==> config.mk <==
export PLATFORM = sky130hd
export DESIGN_NAME = fir32_sample_pipeline
export DESIGN_NICKNAME = d
export VERILOG_FILES = /design/src/rtl/core/fir32sp_pkg.sv /design/src/rtl/core/fir32sp_mac.sv /design/src/rtl/core/fir32sp_stats.sv /design/src/rtl/core/fir32_sample_pipeline.sv
export SDC_FILE = /design/constraint.sdc
export NUM_CORES = 1
export LEC_CHECK = 0
export ABC_AREA = 1
export BUFFER_PORTS_ARGS = -buffer_cell sky130_fd_sc_hd__buf_2
export CAP_MARGIN = 10
export CELL_PAD_IN_SITES_DETAIL_PLACEMENT = 0
export CELL_PAD_IN_SITES_GLOBAL_PLACEMENT = 1
export CORE_ASPECT_RATIO = 0.75
export CORE_UTILIZATION = 48
export DETAILED_ROUTE_END_ITERATION = 6
export PLACE_DENSITY_LB_ADDON = 0.08
export SYNTH_ARGS = -nofsm -noshare
export SYNTH_HDL_FRONTEND = slang
export SYNTH_HIERARCHICAL = 1
export SYNTH_SLANG_ARGS = --single-unit
==> constraint.sdc <==
create_clock -name clk -period 8.2 [get_ports clk]
set_clock_uncertainty 0.2 [all_clocks]
set_input_delay 0.82 -clock clk [delete_from_list [all_inputs] [get_ports clk]]
set_output_delay 0.82 -clock clk [all_outputs]
set_load 0.005 [all_outputs]
==> src/rtl/core/fir32sp_pkg.sv <==
// ----------------------------------------------------------------------------
// fir32sp_pkg
// Types, constants and the tap weight function shared by the FIR sample
// pipeline and its sub-blocks.
// ----------------------------------------------------------------------------
`default_nettype none

package fir32sp_pkg;

  localparam int unsigned SAMPLE_W  = 10;
  localparam int unsigned HIST_W    = SAMPLE_W + 1;
  localparam int unsigned HIST_AW   = 5;
  localparam int unsigned TAP_W     = 5;
  localparam int unsigned ACC_W     = 20;
  localparam int unsigned FILT_W    = 12;
  localparam int unsigned WORD_W    = 32;
  localparam int unsigned OUT_SHIFT = 8;

  localparam logic [HIST_W-1:0] SAMPLE_OFFSET = 11'd512;
  localparam logic [FILT_W-1:0] FILT_OFFSET   = 12'd512;
  localparam logic [HIST_AW-1:0] LAST_TAP     = 5'd31;

  localparam logic OP_SAMPLE = 1'b0;
  localparam logic OP_CLEAR  = 1'b1;

  typedef struct packed {
    logic                op;
    logic [SAMPLE_W-1:0] sample;
    logic [WORD_W-1:0]   seq_num;
    logic [WORD_W-1:0]   issued_time;
    logic [WORD_W-1:0]   now_time;
  } in_item_t;

  typedef struct packed {
    logic signed [FILT_W-1:0] filtered;
    logic [WORD_W-1:0]        latency;
    logic [WORD_W-1:0]        latency_max;
    logic [WORD_W-1:0]        running_checksum;
    logic [WORD_W-1:0]        frames_done;
  } out_item_t;

  // Control from the sequencer to the multiply-accumulate unit.
  typedef struct packed {
    logic               wr_en;
    logic [HIST_AW-1:0] wr_addr;
    logic [HIST_W-1:0]  wr_data;
    logic               rd_en;
    logic [HIST_AW-1:0] rd_addr;
    logic [HIST_AW-1:0] rd_tap;
    logic               acc_clr;
  } mac_ctl_t;

  // Control from the sequencer to the statistics unit.
  typedef struct packed {
    logic update;
    logic clear;
  } stats_ctl_t;

  // Triangular weights: 1..16 on the first half, 16..1 on the second.
  function automatic logic [TAP_W-1:0] tap_weight(input logic [HIST_AW-1:0] tap);
    logic [TAP_W:0] w;
    begin
      if (tap[HIST_AW-1] == 1'b0) begin
        w = {1'b0, tap} + 6'd1;
      end else begin
        w = 6'd32 - {1'b0, tap};
      end
      return w[TAP_W-1:0];
    end
  endfunction

endpackage

`default_nettype wire

==> src/rtl/core/fir32sp_mac.sv <==
// ----------------------------------------------------------------------------
// fir32sp_mac
// Sample history store and the shared multiply-accumulate unit. One history
// entry is read per cycle; the registered read data is weighted and summed.
// ----------------------------------------------------------------------------
`default_nettype none

module fir32sp_mac (
  input  wire logic                                     clk,
  input  wire logic                                     rst_n,
  input  wire fir32sp_pkg::mac_ctl_t                    ctl,
  output logic signed [fir32sp_pkg::ACC_W-1:0]          acc
);

  localparam int unsigned DEPTH = 2 ** fir32sp_pkg::HIST_AW;
  localparam int unsigned PROD_W = fir32sp_pkg::HIST_W + fir32sp_pkg::TAP_W + 1;

  logic [fir32sp_pkg::HIST_W-1:0]  hist_mem [DEPTH];
  logic [DEPTH-1:0]                hist_vld_r;
  logic [DEPTH-1:0]                hist_vld_nxt;

  logic [fir32sp_pkg::HIST_W-1:0]  rd_data_r;
  logic                            rd_hit_r;
  logic                            rd_vld_r;
  logic                            rd_vld_nxt;
  logic [fir32sp_pkg::HIST_AW-1:0] rd_tap_r;

  logic signed [fir32sp_pkg::ACC_W-1:0] acc_r;
  logic signed [fir32sp_pkg::ACC_W-1:0] acc_nxt;

  logic signed [fir32sp_pkg::HIST_W-1:0] tap_data;
  logic signed [PROD_W-1:0]              prod;

  // Entries never written since reset read as zero.
  always_ff @(posedge clk) begin
    if (ctl.wr_en) begin
      hist_mem[ctl.wr_addr] <= ctl.wr_data;
    end
    if (ctl.rd_en) begin
      rd_data_r <= hist_mem[ctl.rd_addr];
      rd_hit_r  <= hist_vld_r[ctl.rd_addr];
      rd_tap_r  <= ctl.rd_tap;
    end
  end

  always_comb begin
    hist_vld_nxt = hist_vld_r;
    if (ctl.wr_en) begin
      hist_vld_nxt[ctl.wr_addr] = 1'b1;
    end
  end

  assign rd_vld_nxt = ctl.rd_en;

  assign tap_data = rd_hit_r ? $signed(rd_data_r) : '0;
  assign prod     = tap_data * $signed({1'b0, fir32sp_pkg::tap_weight(rd_tap_r)});

  always_comb begin
    acc_nxt = acc_r;
    if (ctl.acc_clr) begin
      acc_nxt = '0;
    end else if (rd_vld_r) begin
      acc_nxt = acc_r + {{(fir32sp_pkg::ACC_W - PROD_W){prod[PROD_W-1]}}, prod};
    end
  end

  always_ff @(posedge clk) begin
    if (!rst_n) begin
      hist_vld_r <= '0;
      rd_vld_r   <= 1'b0;
      acc_r      <= '0;
    end else begin
      hist_vld_r <= hist_vld_nxt;
      rd_vld_r   <= rd_vld_nxt;
      acc_r      <= acc_nxt;
    end
  end

  assign acc = acc_r;

endmodule

`default_nettype wire

==> src/rtl/core/fir32sp_stats.sv <==
// ----------------------------------------------------------------------------
// fir32sp_stats
// Latency, peak latency, shift-xor checksum and frame count. Presents the
// values that the current request leaves, for loading into the result.
// ----------------------------------------------------------------------------
`default_nettype none

module fir32sp_stats (
  input  wire logic                                    clk,
  input  wire logic                                    rst_n,
  input  wire fir32sp_pkg::stats_ctl_t                 ctl,
  input  wire logic signed [fir32sp_pkg::ACC_W-1:0]    acc,
  input  wire logic [fir32sp_pkg::WORD_W-1:0]          seq_num,
  input  wire logic [fir32sp_pkg::WORD_W-1:0]          issued_time,
  input  wire logic [fir32sp_pkg::WORD_W-1:0]          now_time,
  output logic [fir32sp_pkg::WORD_W-1:0]               latency,
  output logic [fir32sp_pkg::WORD_W-1:0]               peak_nxt_o,
  output logic [fir32sp_pkg::WORD_W-1:0]               checksum_nxt_o,
  output logic [fir32sp_pkg::WORD_W-1:0]               frames_nxt_o
);

  localparam int unsigned W = fir32sp_pkg::WORD_W;

  logic [W-1:0] peak_r,     peak_nxt;
  logic [W-1:0] checksum_r, checksum_nxt;
  logic [W-1:0] frames_r,   frames_nxt;
  logic [W-1:0] acc_ext;

  assign latency = now_time - issued_time;
  assign acc_ext = {{(W - fir32sp_pkg::ACC_W){acc[fir32sp_pkg::ACC_W-1]}}, acc};

  always_comb begin
    peak_nxt     = peak_r;
    checksum_nxt = checksum_r;
    frames_nxt   = frames_r;
    if (ctl.clear) begin
      peak_nxt     = '0;
      checksum_nxt = '0;
      frames_nxt   = '0;
    end else if (ctl.update) begin
      if (latency > peak_r) begin
        peak_nxt = latency;
      end
      checksum_nxt = (checksum_r << 5) ^ (checksum_r >> 2) ^ acc_ext ^ seq_num;
      frames_nxt   = frames_r + 32'd1;
    end
  end

  always_ff @(posedge clk) begin
    if (!rst_n) begin
      peak_r     <= '0;
      checksum_r <= '0;
      frames_r   <= '0;
    end else begin
      peak_r     <= peak_nxt;
      checksum_r <= checksum_nxt;
      frames_r   <= frames_nxt;
    end
  end

  assign peak_nxt_o     = peak_nxt;
  assign checksum_nxt_o = checksum_nxt;
  assign frames_nxt_o   = frames_nxt;

endmodule

`default_nettype wire

==> src/rtl/core/fir32_sample_pipeline.sv <==
// ----------------------------------------------------------------------------
// fir32_sample_pipeline
// 32-tap triangular FIR filter with latency and checksum statistics.
// ----------------------------------------------------------------------------
// A sample request is written into the 32-entry history and then filtered by
// a single multiply-accumulate unit that reads one history entry per cycle,
// so the block takes no new request until it is back in idle: it writes the
// sample, runs the 32 taps, drains the read pipeline, forms the result and
// then returns to idle. A clear request goes straight from idle to forming
// its result. The result is held in an output register until it is taken; a
// finished request waits in its last step while that register is still full.
`default_nettype none

module fir32_sample_pipeline (
  input  wire logic                   clk,
  input  wire logic                   rst_n,
  input  wire logic                   in_valid,
  output logic                        in_ready,
  input  wire fir32sp_pkg::in_item_t  in_data,
  output logic                        out_valid,
  input  wire logic                   out_ready,
  output fir32sp_pkg::out_item_t      out_data
);

  typedef enum logic [4:0] {
    ST_IDLE  = 5'b00001,
    ST_WRITE = 5'b00010,
    ST_RUN   = 5'b00100,
    ST_DRAIN = 5'b01000,
    ST_DONE  = 5'b10000
  } state_t;

  state_t state_r, state_nxt;

  fir32sp_pkg::in_item_t  item_r;
  fir32sp_pkg::out_item_t out_data_r;
  fir32sp_pkg::out_item_t out_data_nxt;
  logic                   out_valid_r, out_valid_nxt;
  logic [fir32sp_pkg::HIST_AW-1:0] tap_r, tap_nxt;

  fir32sp_pkg::mac_ctl_t   mac_ctl;
  fir32sp_pkg::stats_ctl_t stats_ctl;

  logic signed [fir32sp_pkg::ACC_W-1:0] acc;
  logic signed [fir32sp_pkg::ACC_W-1:0] acc_rnd;
  logic [fir32sp_pkg::WORD_W-1:0]       latency;
  logic [fir32sp_pkg::WORD_W-1:0]       peak_nxt;
  logic [fir32sp_pkg::WORD_W-1:0]       checksum_nxt;
  logic [fir32sp_pkg::WORD_W-1:0]       frames_nxt;
  logic [fir32sp_pkg::FILT_W-1:0]       filt;
  logic [fir32sp_pkg::HIST_AW-1:0]      slot;
  logic                                 in_acc;
  logic                                 finish;

  assign in_ready = (state_r == ST_IDLE);
  assign in_acc   = in_valid && in_ready;
  assign slot     = item_r.seq_num[fir32sp_pkg::HIST_AW-1:0];
  assign finish   = (state_r == ST_DONE) && (!out_valid_r || out_ready);

  always_comb begin
    state_nxt = state_r;
    tap_nxt   = tap_r;
    case (state_r)
      ST_IDLE: begin
        if (in_acc) begin
          state_nxt = (in_data.op == fir32sp_pkg::OP_CLEAR) ? ST_DONE : ST_WRITE;
        end
      end
      ST_WRITE: begin
        state_nxt = ST_RUN;
        tap_nxt   = '0;
      end
      ST_RUN: begin
        tap_nxt = tap_r + 5'd1;
        if (tap_r == fir32sp_pkg::LAST_TAP) begin
          state_nxt = ST_DRAIN;
        end
      end
      ST_DRAIN: begin
        state_nxt = ST_DONE;
      end
      ST_DONE: begin
        if (finish) begin
          state_nxt = ST_IDLE;
        end
      end
      default: begin
        state_nxt = ST_IDLE;
      end
    endcase
  end

  always_comb begin
    mac_ctl         = '0;
    mac_ctl.wr_en   = (state_r == ST_WRITE);
    mac_ctl.wr_addr = slot;
    mac_ctl.wr_data = {1'b0, item_r.sample} - fir32sp_pkg::SAMPLE_OFFSET;
    mac_ctl.rd_en   = (state_r == ST_RUN);
    mac_ctl.rd_addr = slot - tap_r;
    mac_ctl.rd_tap  = tap_r;
    mac_ctl.acc_clr = in_acc;
  end

  always_comb begin
    stats_ctl.clear  = finish && (item_r.op == fir32sp_pkg::OP_CLEAR);
    stats_ctl.update = finish && (item_r.op == fir32sp_pkg::OP_SAMPLE);
  end

  fir32sp_mac u_mac (
    .clk   (clk),
    .rst_n (rst_n),
    .ctl   (mac_ctl),
    .acc   (acc)
  );

  fir32sp_stats u_stats (
    .clk            (clk),
    .rst_n          (rst_n),
    .ctl            (stats_ctl),
    .acc            (acc),
    .seq_num        (item_r.seq_num),
    .issued_time    (item_r.issued_time),
    .now_time       (item_r.now_time),
    .latency        (latency),
    .peak_nxt_o     (peak_nxt),
    .checksum_nxt_o (checksum_nxt),
    .frames_nxt_o   (frames_nxt)
  );

  // Division by 256 rounds toward zero, so negative sums are biased first.
  assign acc_rnd = acc + (acc[fir32sp_pkg::ACC_W-1] ? 20'sd255 : 20'sd0);
  assign filt    = acc_rnd[fir32sp_pkg::OUT_SHIFT +: fir32sp_pkg::FILT_W]
                   + fir32sp_pkg::FILT_OFFSET;

  always_comb begin
    out_data_nxt                  = out_data_r;
    out_valid_nxt                 = out_valid_r;
    if (out_valid_r && out_ready) begin
      out_valid_nxt = 1'b0;
    end
    if (finish) begin
      out_valid_nxt                 = 1'b1;
      out_data_nxt.latency_max      = peak_nxt;
      out_data_nxt.running_checksum = checksum_nxt;
      out_data_nxt.frames_done      = frames_nxt;
      if (item_r.op == fir32sp_pkg::OP_CLEAR) begin
        out_data_nxt.filtered = '0;
        out_data_nxt.latency  = '0;
      end else begin
        out_data_nxt.filtered = $signed(filt);
        out_data_nxt.latency  = latency;
      end
    end
  end

  always_ff @(posedge clk) begin
    if (in_acc) begin
      item_r <= in_data;
    end
    out_data_r <= out_data_nxt;
    tap_r      <= tap_nxt;
  end

  always_ff @(posedge clk) begin
    if (!rst_n) begin
      state_r     <= ST_IDLE;
      out_valid_r <= 1'b0;
    end else begin
      state_r     <= state_nxt;
      out_valid_r <= out_valid_nxt;
    end
  end

  assign out_valid = out_valid_r;
  assign out_data  = out_data_r;

endmodule

`default_nettype wire
# Word level (Yosys, flattened, before mapping)
# Memories as Yosys holds them, arrays and structs flattened. A register that Yosys moved wholly into a read port is not among the register bits.
# Cells that the tools add are included.
[totals] out_inout_bits=142 ff_bits=413 ram_bits=352 wordCells=88 memories=1 input_bits=111
[op_classes] n_eq_ne=9 add_sub_neg=10 mux=24 n_reduce_logical=12 mul=1 order_cmp=4 n_bitwise=6
[mem_list] memory="u_mac.hist_mem" words=32 width=11 rd=1 rd_clocked_by_memory_dff=1 write_ports=1 line_no="fir32sp_mac.sv:18" rtl="logic [fir32sp_pkg::HIST_W-1:0] hist_mem [DEPTH];"
[op_table] operator="$mux 32" n=7
[op_table] operator="$xor 32x32->32" n=2
[op_table] operator="$add 32x1->32 const B" n=1
[op_table] operator="$gt 32x32->1" n=1
[op_table] operator="$or 32x32->32" n=1
[op_table] operator="$sub 32x32->32" n=1
[op_table] operator="$xor 32x30->32" n=1
[op_table] operator="$mux 5" n=5
[op_table] operator="$pmux 5 s5" n=1
[op_table] operator="$add 20x20->20" n=1
[op_table] operator="$add 20x9->20" n=1
[op_table] operator="$mul 11x6->17" n=1
[op_table] operator="$add 12x10->12 const B" n=1
[op_table] operator="$lt 5x6->1 const B" n=2
[op_table] operator="$mux 11" n=1
[op_table] operator="$sub 10x10->11 const B" n=1
[op_table] operator="$add 5x1->5 const B" n=2
[op_table] operator="$eq 5x5->1 const B" n=2
[op_table] operator="$pmux 5 s2" n=1
[op_table] operator="$mux 8" n=1
[op_table] operator="$logic_and 1x1->1" n=6
[op_table] operator="$mux 1" n=6
[op_table] operator="$bmux 1 s5" n=1
[op_table] operator="$demux 1 s5" n=1
[op_table] operator="other kinds (15)" n=18

# Depth between registers and ports, before layout
# Gate-level depths: netlist of the first run.
[logic_depth] word_depth=6 ltp_mapped=37

# Hierarchy
# Netlist of the first run, hierarchy kept.
[by_module_without_submodules] mod="fir32sp_mac" seq_area_each_um2=12141.6 area_each_um2=19670.1 instances=1 cells_each=1830
[by_module_without_submodules] mod="fir32_sample_pipeline" seq_area_each_um2=7687.4 area_each_um2=9181.3 instances=1 cells_each=572
[by_module_without_submodules] mod="fir32sp_stats" seq_area_each_um2=1921.8 area_each_um2=8999.9 instances=1 cells_each=1509

# Worst setup path after synthesis of the first run
# Ideal clock, no wire load.
[synth_path] path_type="input to register" from="input in_valid" to="register u_mac.acc_r, in the netlist u_mac/acc[14]" arrival_ps=6585 n_path_buf=1 path_stages=8 setup_slack_ps=1300 cell_sequence="inv_1 nor2_1 nor2_1 clkinv_1 clkbuf_1 nor2_1 o21ai_0 inv_1"
[synth_via] elab_chain_cells=2
[synth_rtl] element="from (decl)" line_no="fir32_sample_pipeline.sv:17" rtl="input wire logic in_valid,"
[synth_rtl] element="$logic_and 1x1->1" line_no="fir32_sample_pipeline.sv:56" rtl="assign in_acc = in_valid && in_ready;"
[synth_rtl] element="named net in_acc" line_no="fir32_sample_pipeline.sv:52" rtl="logic in_acc;"
[synth_rtl] element="$reduce_or 2->1 (no line)"
[synth_rtl] element="to (signal assigned)" line_no="fir32sp_mac.sv:75" rtl="acc_r <= acc_nxt;"
[synth_rtl] element="to (decl)" line_no="fir32sp_mac.sv:28" rtl="logic signed [fir32sp_pkg::ACC_W-1:0] acc_r;"
# The timed path passes the listed nets, and every way through them passes these cells.
# A chain may end at the register's enable or synchronous reset.

# Final worst setup path of the first run
[layout_path] from="register u_mac/rd_tap_r[4] (netlist name)" to="register u_mac.acc_r, in the netlist u_mac/acc[18]"
[layout_via] elab_chain_cells=4
[layout_rtl] element="from (decl)" line_no="fir32sp_mac.sv:26" rtl="logic [fir32sp_pkg::HIST_AW-1:0] rd_tap_r;"
[layout_rtl] element="from (signal assigned)" line_no="fir32sp_mac.sv:42" rtl="rd_tap_r <= ctl.rd_tap;"
[layout_rtl] element="$add 5x1->5 or $sub 1x5->5 (tied branches)" line_no="fir32sp_pkg.sv:64, fir32sp_pkg.sv:66"
[layout_rtl] element="$mux 5 *" line_no="fir32sp_pkg.sv:63" rtl="if (tap[HIST_AW-1] == 1'b0) begin"
[layout_rtl] element="$mul 11x6->17 *" line_no="fir32sp_mac.sv:56" rtl="assign prod = tap_data * $signed({1'b0, fir32sp_pkg::tap_weight(rd_tap_r)});"
[layout_rtl] element="$add 20x20->20 *" line_no="fir32sp_mac.sv:63" rtl="acc_nxt = acc_r + {{(fir32sp_pkg::ACC_W - PROD_W){prod[PROD_W-1]}}, prod};"
# Every way passes the cells marked *; elsewhere a longest branch is shown, timed or not.

==> results of run 1 <==
sequential cells by signal, summed over array words and instances, names as in the netlist, 11 cells and up:
signal              flops
item_r                107
out_data              140
u_mac/acc              20
u_mac/hist_mem        352
u_mac/hist_vld_r       32
u_mac/rd_data_r        11
u_stats/checksum_r     32
u_stats/frames_r       32
u_stats/peak_r         32
worst register-to-register path: stages, from the launching register on:
cell      delay (ns)
edfxtp_1        0.44
inv_1           0.11
nand2_1         0.07
nor3_1          0.17
a21oi_1         0.08
xor2_1          0.73
nor2_1          0.09
ha_1            0.35
fa_1            0.53
inv_1           0.05
fa_1            0.53
inv_1           0.04
ha_1            0.34
a21oi_1         0.17
o21ai_2         0.11
a21oi_1         0.21
o21ai_0         0.17
a21oi_1         0.19
xor2_1          0.16
inv_1           0.06
ha_1            0.35
a21oi_1         0.20
a21boi_0        0.29
nor2_1          0.08
nor3_1          0.19
a21oi_1         0.09
nor2_1          0.11
nor2_1          0.04
cells by family (layout without fill, tap and decap cells):
group           count (synthesis)  in the layout  synth area share, %
buf+inv                       704           1028                7.355
xor+xnor                      144            144                3.332
fa+ha+maj                     170            170                6.353
simple gates                 1615           1615                17.64
flops                         776            776                57.46
compound gates                502            502                7.854
other cells                     0              1                    0
area by class of cell:
type                            instances  area (sq um)
Fill cell                            7089         34710
Clock inverter                         47         446.7
Inverter                              572          2158
Tap cell                             1035          1295
Timing Repair Buffer                  313          1739
Sequential cell                       776         21750
Antenna cell                            1         2.502
Clock buffer                           96          2072
Multi-Input combinational cell       2431         13340
synth_stat cells, types with 3 or more instances:
| master | instances | share of area (%) |
|---|---|---|
| nand4_1 | 32 | 0.53 |
| nor3_1 | 58 | 0.77 |
| fa_1 | 37 | 2.0 |
| nand2_2 | 6 | 0.099 |
| and2_1 | 7 | 0.12 |
| nand3_2 | 6 | 0.16 |
| a21oi_1 | 92 | 1.2 |
| xor2_1 | 33 | 0.76 |
| dfxtp_1 | 155 | 8.2 |
| o21bai_1 | 4 | 0.079 |
| inv_2 | 4 | 0.040 |
| a21o_1 | 8 | 0.16 |
| nand3_1 | 150 | 2.0 |
| clkbuf_1 | 70 | 0.69 |
| xnor2_1 | 111 | 2.6 |
| buf_1 | 3 | 0.030 |
| o22ai_1 | 27 | 0.45 |
| buf_4 | 7 | 0.14 |
| o21ai_1 | 32 | 0.42 |
| a31oi_1 | 10 | 0.17 |
| nor2_1 | 658 | 6.5 |
| nor4_1 | 14 | 0.23 |
| inv_1 | 566 | 5.6 |
| o221ai_1 | 69 | 1.6 |
| edfxtp_1 | 621 | 49 |
| nand2_1 | 646 | 6.4 |
| o21ai_0 | 214 | 2.8 |
| buf_2 | 43 | 0.57 |
| a21boi_0 | 3 | 0.059 |
| nand3b_1 | 16 | 0.32 |
| buf_6 | 8 | 0.24 |
| nor2_4 | 3 | 0.089 |
| nor2_2 | 10 | 0.17 |
| a21oi_2 | 3 | 0.069 |
| o21ai_2 | 3 | 0.069 |
| ha_1 | 133 | 4.4 |
| o211ai_1 | 30 | 0.60 |
routing by layer:
metal	global-route usage [%]	vias up
li1	-	13514
met1	37.44	12977
met2	37.29	786
met3	3.354	104
met4	6.062	0
met5	0	-
power by group:
part	internal, uW	switching (uW)
clock network	2000	1550
registers	4550	127
logic	737	1700
worst paths after layout:
kind / endpoint / depth (start not counted) / slack, ns
min: item_r[68]$_DFFE_PP_ / 1 / 0.15
min reg2reg: u_mac/hist_vld_r[5]$_SDFFE_PN0P_ / 2 / 0.26
max reg2reg: u_mac/acc[18]$_SDFFE_PP0P_ / 27 / 1.94
max: u_mac/acc[18]$_SDFFE_PP0P_ / 27 / 1.94
stage by stage:
stage / hold slack [ns] / area, sq um
final: 0.1506 / 42810
after global routing: 0.1238 / 42800
after CTS: 0.1113 / 42780
after detailed placement: 0.2531 / 40260
after global placement: 0.2434 / 40260
after floorplan: 0.2349 / 37850
==> metrics, run 1 <==
Tightest Pin Transition 1.258 ns; maximum VDD drop 166.8 uV; final hold vios 0; worst setup path start u_mac/rd_tap_r[4]$_DFFE_PP_; Setup crit end kind register; Die Y 245.2 um; Final Setup Violations 0; fmax 159.7 MHz; power per cell area 249.0 mW/mm^2; crit path DAT 6.60 ns; r2r startpoint u_mac/rd_tap_r[4]$_DFFE_PP_; # clock sinks 776; DR top layer met4; CTS tree built; I/O pin count 253; Bufs and invs on worst path 4; Synth Register Bits 776; Core Region 0.07751 sq mm; GRT Total Usage 24.70%; root buffer cell clkbuf_16; # port buffers 252; first-pass GRT wire length 152.4 mm; placed insts 5126; Crit path max-delay family adder cells; Critical Path Fanout Max 11; Place WS 1.999 ns; largest net degree at the start of global routing 94; RD Place Congestion 0.8845; Worst-Skew Late Latency 0.64 ns; M1 wire length 47.95 mm; most frequent CP cell a21oi_1; initial antenna violation count 3; most frequent cells in the layout 655 x nor2_1, 646 x nand2_1, 621 x edfxtp_1, 560 x inv_1, 252 x buf_2; Final min period 6.262 ns; Post-DP HPWL 66.28 mm; synth unique cells 51; most common cell after layout, fill and taps aside nor2_1; final setup TNS 0 ns; drt total wl 98.63 mm; Detail Route Antenna Nets 0; sequential area share after synthesis 57.46%; hold_sp in_data[68]; syn nets 4192; Remaining DRCs 0; Avg Cell Area, Syn 9.678 sq um; fin crit share 76.37%; Worst Path Required 8.53 ns; Avg WL per Cell 18.71 um; Gates resized, CTS repair 0; asr flop ratio synth 0%; Slew HR 15.80%; Max stage delay on crit path 0.73 ns; clk buf depth 3; DIE WIDTH 326.3 um; Netlist Area Pre-Place 0.03785 sq mm; Std-Cell Rows 88; Routed met3 length 6.123 mm; # hold bufs at CTS 0; total die area 0.07999 sq mm; met2 WL 42.65 mm; detailed-route via count 27381; initial core utilization 48.83%; CP Launch Type register; Max Cap Violations 0; number of flops mapped to enable cells by yosys 621; Pwr Total 10660 uW; Mapped Cells 3911; Pre-Repair DR Iteration Count 5; main flop type after synthesis edfxtp_1; Pleak 0.01797 uW; grt ovf 0; DRT iter0 DRCs 2275; clk slew on worst S/H paths 0.06 ns; Hold WC Path Type input port to register; pins over their slew limit 0; Yosys warnings 6; Setup Buffers After CTS 0; nets@finish 4454; Vias/cell 5.195; Layout area overhead 13.09%; CTS Buf Count 79; Final Instance Count excl. Fillers 5271; RSZ-0062 raised after global routing false; share of cells above drive strength 1 11.29%; Core Util, Final 55.22%; slowest CP cell xor2_1; status complete, no violations; number of global-route vias before repair 25977; CTS H-tree lvls 3; crit path kind register to register; setup ws final 1.938 ns
(Power assumes the default switching activity.)
==> inputs of run 2 (changes only) <==
Settings changed: ABC_AREA 1 to 0, CORE_UTILIZATION 48 to 46.
Clock period 8.2 ns to 5.6 ns, I/O delays scaled along.
==> run 2 against run 1 <==
The run now ends with setup timing left; worst hold slack got worse by 0.077 ns; non-clock buffer count rose by 183; clock power rose by 42%; critical endpoint is now u_mac/acc[19]$_SDFFE_PP0P_.
==> metrics, run 2 <==
status finished with violations; violated checks setup timing; M2 GR Usage 32.86%; final setup TNS -1.294 ns; root buffer cell clkbuf_16; post-synth top area share 52.24%; Std-Cell Rows 88; syn nets 2853; CTS tree built; global routing's busiest layer met1; flip-flop count of the largest register after layout 352; maximum VDD drop 259.3 uV; Die Y 243.2 um; fmax 166.6 MHz; Core Region 0.07685 sq mm; most common cell after layout, fill and taps aside edfxtp_1; DRT iter0 DRCs 1725; first-pass GRT wire length 131.5 mm; clk buf depth 3; synth cell count leaders 621 x edfxtp_1, 274 x nor2_1, 172 x inv_1; Detail Route Antenna Nets 0; detailed-route via count 22253; Final min period 6.002 ns; GRT Total Usage 22.11%; Synth Register Bits 776; Slew HR 15.39%; sequential area share after synthesis 60.93%; crit path kind register to register; global routing usage on met3 3.872%; most frequent cells in the layout 621 x edfxtp_1, 269 x nor2_1, 252 x buf_2, 167 x inv_1, 155 x dfxtp_1; asr flop ratio synth 0%; CTS Buf Count 78; placed insts 3884; fin crit share 107.2%; R2R depth 27; Hold WC Path Type input port to register; Worst-Skew Late Latency 0.63 ns; grt ovf 0; Worst Path Required 5.90 ns; Mapped Cells 2572; DIE WIDTH 323.7 um; Remaining DRCs 0; initial core utilization 46.45%; clk slew on worst S/H paths 0.06 ns; Vias/cell 5.360; Area after DPL 0.03898 sq mm; Post-DP HPWL 58.87 mm; setup ws final -0.4019 ns; Pre-Repair DR Iteration Count 6; synth top area cells edfxtp_1 52%, dfxtp_1 8.7%, mux4_2 7.6%; hold depth 2; end of the worst register-to-register path u_mac/acc[19]$_SDFFE_PP0P_; CTS H-tree lvls 3; # clock sinks 776; hold_sp in_valid; nets@finish 3333; post-synth top area cell edfxtp_1; crit path DAT 6.30 ns; r2r startpoint u_mac/rd_tap_r[1]$_DFFE_PP_; main flop type after synthesis edfxtp_1; drt total wl 86.61 mm; Layout area overhead 20.34%; Setup crit end kind register; Pleak 0.01616 uW; Avg WL per Cell 20.86 um; number of flops mapped to enable cells by yosys 621; initial antenna violation count 2; # port buffers 252; top-count cell post-synth edfxtp_1; CP Launch Type register; Netlist Area Pre-Place 0.03570 sq mm; total die area 0.07873 sq mm; power per cell area 329.9 mW/mm^2; RD Place Congestion 0.8454; pins over their slew limit 0; Tightest Pin Transition 1.269 ns; Final Instance Count excl. Fillers 4152; number of global-route vias before repair 21847; grt met1 use 33.64%; Max Cap Violations 0; Avg Cell Area, Syn 13.88 sq um; synth unique cells 92; WHS 0.07346 ns; Hold Crit Endpoint state_r[0]$_SDFFE_PN1P_; largest reg by FF count u_mac/hist_mem; worst reg2reg setup slack -0.40 ns; final instance area 0.04296 sq mm; final hold vios 0; Yosys warnings 6; Final Setup Violations 7; I/O pin count 253; RSZ-0062 raised after global routing true; Critical Path Fanout Max 6; largest net degree at the start of global routing 98; share of cells above drive strength 1 23.40%
run 2: cell count changes in the layout (fill, tap and decap cells not counted), moves of 41 or more:
cell           change
and2_1            +60
buf_4             +62
dlygate4sd3_1    +107
inv_1            -393
mux4_2           +120
nand2_1          -554
nand3_1          -107
nor2_1           -386
nor2b_1           +47
o21a_1            +41
o21ai_0          -180
o221ai_1          -68
run 2: cell families after synthesis:
group / Yosys count / share of synthesized area, %
and+or+nand+nor: 663 / 9.079
xor gates and xnor gates: 174 / 4.329
buffers and inverters: 268 / 3.000
AOI/OAI and AO/OA: 346 / 6.748
DFF: 776 / 60.93
adders and majority gates: 170 / 6.737
muxes: 175 / 9.173
run 2: cell type report:
class                   count  area (sq um)
multi-input cells        1528         13270
fillers                  6356         33900
clock buffers              98          2097
clock inverters            45         349.1
repair buffers            496          3533
diodes                      2         5.005
flip-flops and latches    776         21750
well taps                1035          1295
inverters                 172         651.9
run 2: stage by stage:
step / total power, uW / worst slack (ns) / util, %
after floorplan: 8325 / -0.05352 / -
after global placement: 9113 / -0.2759 / 50.72
after detailed placement: 9147 / -0.3395 / 50.72
after CTS: 14280 / -0.3007 / 55.39
after global routing: 14770 / -0.6087 / 55.89
final: 14170 / -0.4019 / 55.89
run 2: critical path: stages, from the launching register on:
cell and delay, ns:
edfxtp_1 0.42, inv_1 0.08, ha_2 0.18, inv_2 0.05, mux2i_4 0.24, xnor2_4 0.21
buf_4 0.17, nor2_2 0.03, fa_1 0.49, fa_1 0.49, inv_1 0.05, fa_1 0.53
inv_1 0.06, ha_4 0.17, nor3_4 0.16, o21ai_2 0.08, a31oi_2 0.25, buf_4 0.17
a211oi_4 0.07, a311oi_4 0.28, buf_4 0.20, ha_1 0.24, a211o_1 0.33, nor2_1 0.11
nand4b_1 0.22, nand4b_1 0.17, mux2_2 0.17, nand4_1 0.07
run 2: what timing repair did:
action                                  in CTS  in global routing
hold buffers                               107                  0
endpoints found under the setup margin      11                 17
pin swaps                                   18                 29
hold endpoints to repair                   108                  0
cloned                                       0                  0
setup buffers                                1                  6
gates resized for setup                     12                 42
run 2: how the worst max path moves through the flow:
stage,to,start,cells past startpoint
after detailed placement,u_mac/acc[19]$_SDFFE_PP0P_,u_mac/rd_tap_r[1]$_DFFE_PP_,27
after global routing,u_mac/acc[19]$_SDFFE_PP0P_,u_mac/rd_tap_r[1]$_DFFE_PP_,27
after CTS,u_mac/acc[19]$_SDFFE_PP0P_,u_mac/rd_tap_r[1]$_DFFE_PP_,26
after floorplan,u_mac/acc[19]$_SDFFE_PP0P_,u_mac/rd_tap_r[0]$_DFFE_PP_,24
after global placement,u_mac/acc[16]$_SDFFE_PP0P_,u_mac/rd_tap_r[1]$_DFFE_PP_,27
final,u_mac/acc[19]$_SDFFE_PP0P_,u_mac/rd_tap_r[1]$_DFFE_PP_,27
run 2: report_power, final:
group	internal (uW)	switching, uW	leakage, uW	total (uW)
clock	2850	2200	0.00119	5050
combinational	1080	1440	0.00795	2510
sequential	6490	121	0.00702	6610
run 2: layer usage:
metal	part of all wire (%)	wire [um]	vias up
li1	-	-	10449
met1	47	40740	11104
met2	45	39010	578
met3	5.9	5106	120
met4	2.0	1745	2
met5	0.014	12	-
==> inputs of run 3 (changes only) <==
Settings changed: CELL_PAD_IN_SITES_DETAIL_PLACEMENT 0 to 1, CORE_MARGIN from default to 2.
==> run 3 against run 2 <==
Non-clock buffer count down 1; sequential power about the same; the run still ends with setup timing left; clock-buffer cell count up 18; total power up 3.6%; global-route usage up 1.8 points; die area up 1.4%; fmax up 0.53%; critical endpoint is now u_mac/acc[16]$_SDFFE_PP0P_; critical path depth unchanged; design area up 0.60%.
==> metrics, run 3 (synthesis gave the netlist of run 2 again) <==
status finished with violations; violated checks setup timing; Setup crit end kind register; clk slew on worst S/H paths 0.06 ns; initial antenna violation count 1; final setup TNS -1.349 ns; share of cells above drive strength 1 23.65%; RSZ-0062 raised after global routing true; Worst-Skew Late Latency 0.64 ns; Worst Path Required 5.92 ns; Max stage delay on crit path 0.52 ns; maximum VDD drop 338.6 uV; Final min period 5.970 ns; final instance area 0.04321 sq mm; register cell area after layout 0.02175 sq mm; multi-input logic area 0.01329 sq mm; Die Y 245.2 um; largest net degree at the start of global routing 94; fin crit share 106.6%; I/O pin count 253; Avg WL per Cell 22.96 um; Hold WC Path Type input port to register; GRT Total Usage 23.89%; Vias/cell 5.468; grt ovf 0; power per cell area 339.7 mW/mm^2; Pre-Repair DR Iteration Count 7; Std-Cell Rows 88; Core Region 0.07685 sq mm; Pleak 0.01628 uW; fmax 167.5 MHz; CP Launch Type register; Max Cap Violations 0; CTS tree built; CTS Buf Count 80; nets@finish 3334; Detail Route Antenna Nets 0; WHS 0.05485 ns; Area after DPL 0.03889 sq mm; Inserted Diodes 0; CTS H-tree lvls 3; Remaining DRCs 0; Layout area overhead 21.06%; Tightest Pin Transition 1.220 ns; flip-flop count of the largest register after layout 352; Fillers 7583; total die area 0.07987 sq mm; pins over their slew limit 0; detailed-route via count 22723; RD Place Congestion 0.8251; clk buf depth 3; DRT iter0 DRCs 1635; # clock sinks 776; initial core utilization 46.45%; largest reg by FF count u_mac/hist_mem; crit path kind register to register; Critical Path Fanout Max 6; crit path DAT 6.29 ns; slowest CP cell fa_1; Final Setup Violations 5; Final Instance Count excl. Fillers 4156; first-pass GRT wire length 146.2 mm; root buffer cell clkbuf_16; placed insts 3870; most common cell after layout, fill and taps aside edfxtp_1; number of global-route vias before repair 23903; Place WS -0.3837 ns; most frequent cells in the layout 621 x edfxtp_1, 269 x nor2_1, 252 x buf_2, 165 x inv_1, 155 x dfxtp_1; DIE WIDTH 325.7 um; # port buffers 252; Slew HR 18.39%; Post-DP HPWL 65.35 mm; setup ws final -0.3700 ns; drt total wl 95.40 mm; final hold vios 0
[run 3: changes by cell type in the layout (fill, tap and decap cells not counted), sizes merged]
cell      change
inv           +3
diode         -2
clkbuf       +18
bufinv        +5
clkinvlp      -1
buf           -1
clkinv       -18
[run 3: final timing paths]
check | start | endpoint | slack [ns] | cells after the start
worst max-delay path | u_mac/rd_tap_r[0]$_DFFE_PP_ | u_mac/acc[16]$_SDFFE_PP0P_ | -0.37 | 27
worst min-delay path | in_valid | state_r[0]$_SDFFE_PN1P_ | 0.05 | 2
worst max register to register | u_mac/rd_tap_r[0]$_DFFE_PP_ | u_mac/acc[16]$_SDFFE_PP0P_ | -0.37 | 27
worst min register to register | u_mac/hist_vld_r[29]$_SDFFE_PN0P_ | u_mac/hist_vld_r[29]$_SDFFE_PN0P_ | 0.26 | 1
[run 3: power by group]
group	leakage, uW	internal (uW)	switching [uW]
registers	0.00702	6490	130
logic	0.00797	1080	1480
clock network	0.00130	3200	2290
total	0.0163	10800	3900
[run 3: cell type report]
class	instances	share of cell area (%)
Inverter	172	1.509
Sequential cell	776	50.33
Clock buffer	116	5.157
Multi-Input combinational cell	1528	30.76
Clock inverter	34	1.034
Tap cell	1035	2.997
Timing Repair Buffer	495	8.214
[run 3: stage by stage]
step           util, %  power [uW]
2_1_floorplan        -        8325
3_3_place_gp     50.60        9110
3_5_place_dp     50.60        9196
4_1_cts          55.82       14780
5_1_grt          56.23       15240
6_report         56.23       14680
[run 3: worst max-delay path, delay by kind of cell (launching register included)]
kind	cells	cell delay [ns]
buf+inv	4	0.22
compound gates	11	1.95
flops	1	0.43
mux	1	0.23
xor+xnor	2	0.32
fa+ha+maj	6	2.22
simple gates	3	0.30
[run 3: routing by layer]
layer | track usage (%) | vias to the layer above | part of all wire [%]
met1 | 34.71 | 11667 | 46
met2 | 38.56 | 506 | 47
met5 | 0 | - | 0
met3 | 3.111 | 116 | 4.4
met4 | 5.286 | 0 | 1.9
li1 | - | 10434 | -
[run 3: what timing repair did]
| action | CTS | global route |
|---|---|---|
| resized for setup | 41 | 22 |
| hold buffers | 107 | 0 |
| setup buffers | 16 | 4 |
| endpoints found under the hold margin | 108 | 0 |
| endpoints found under the setup margin | 11 | 36 |
| pin swaps | 32 | 8 |
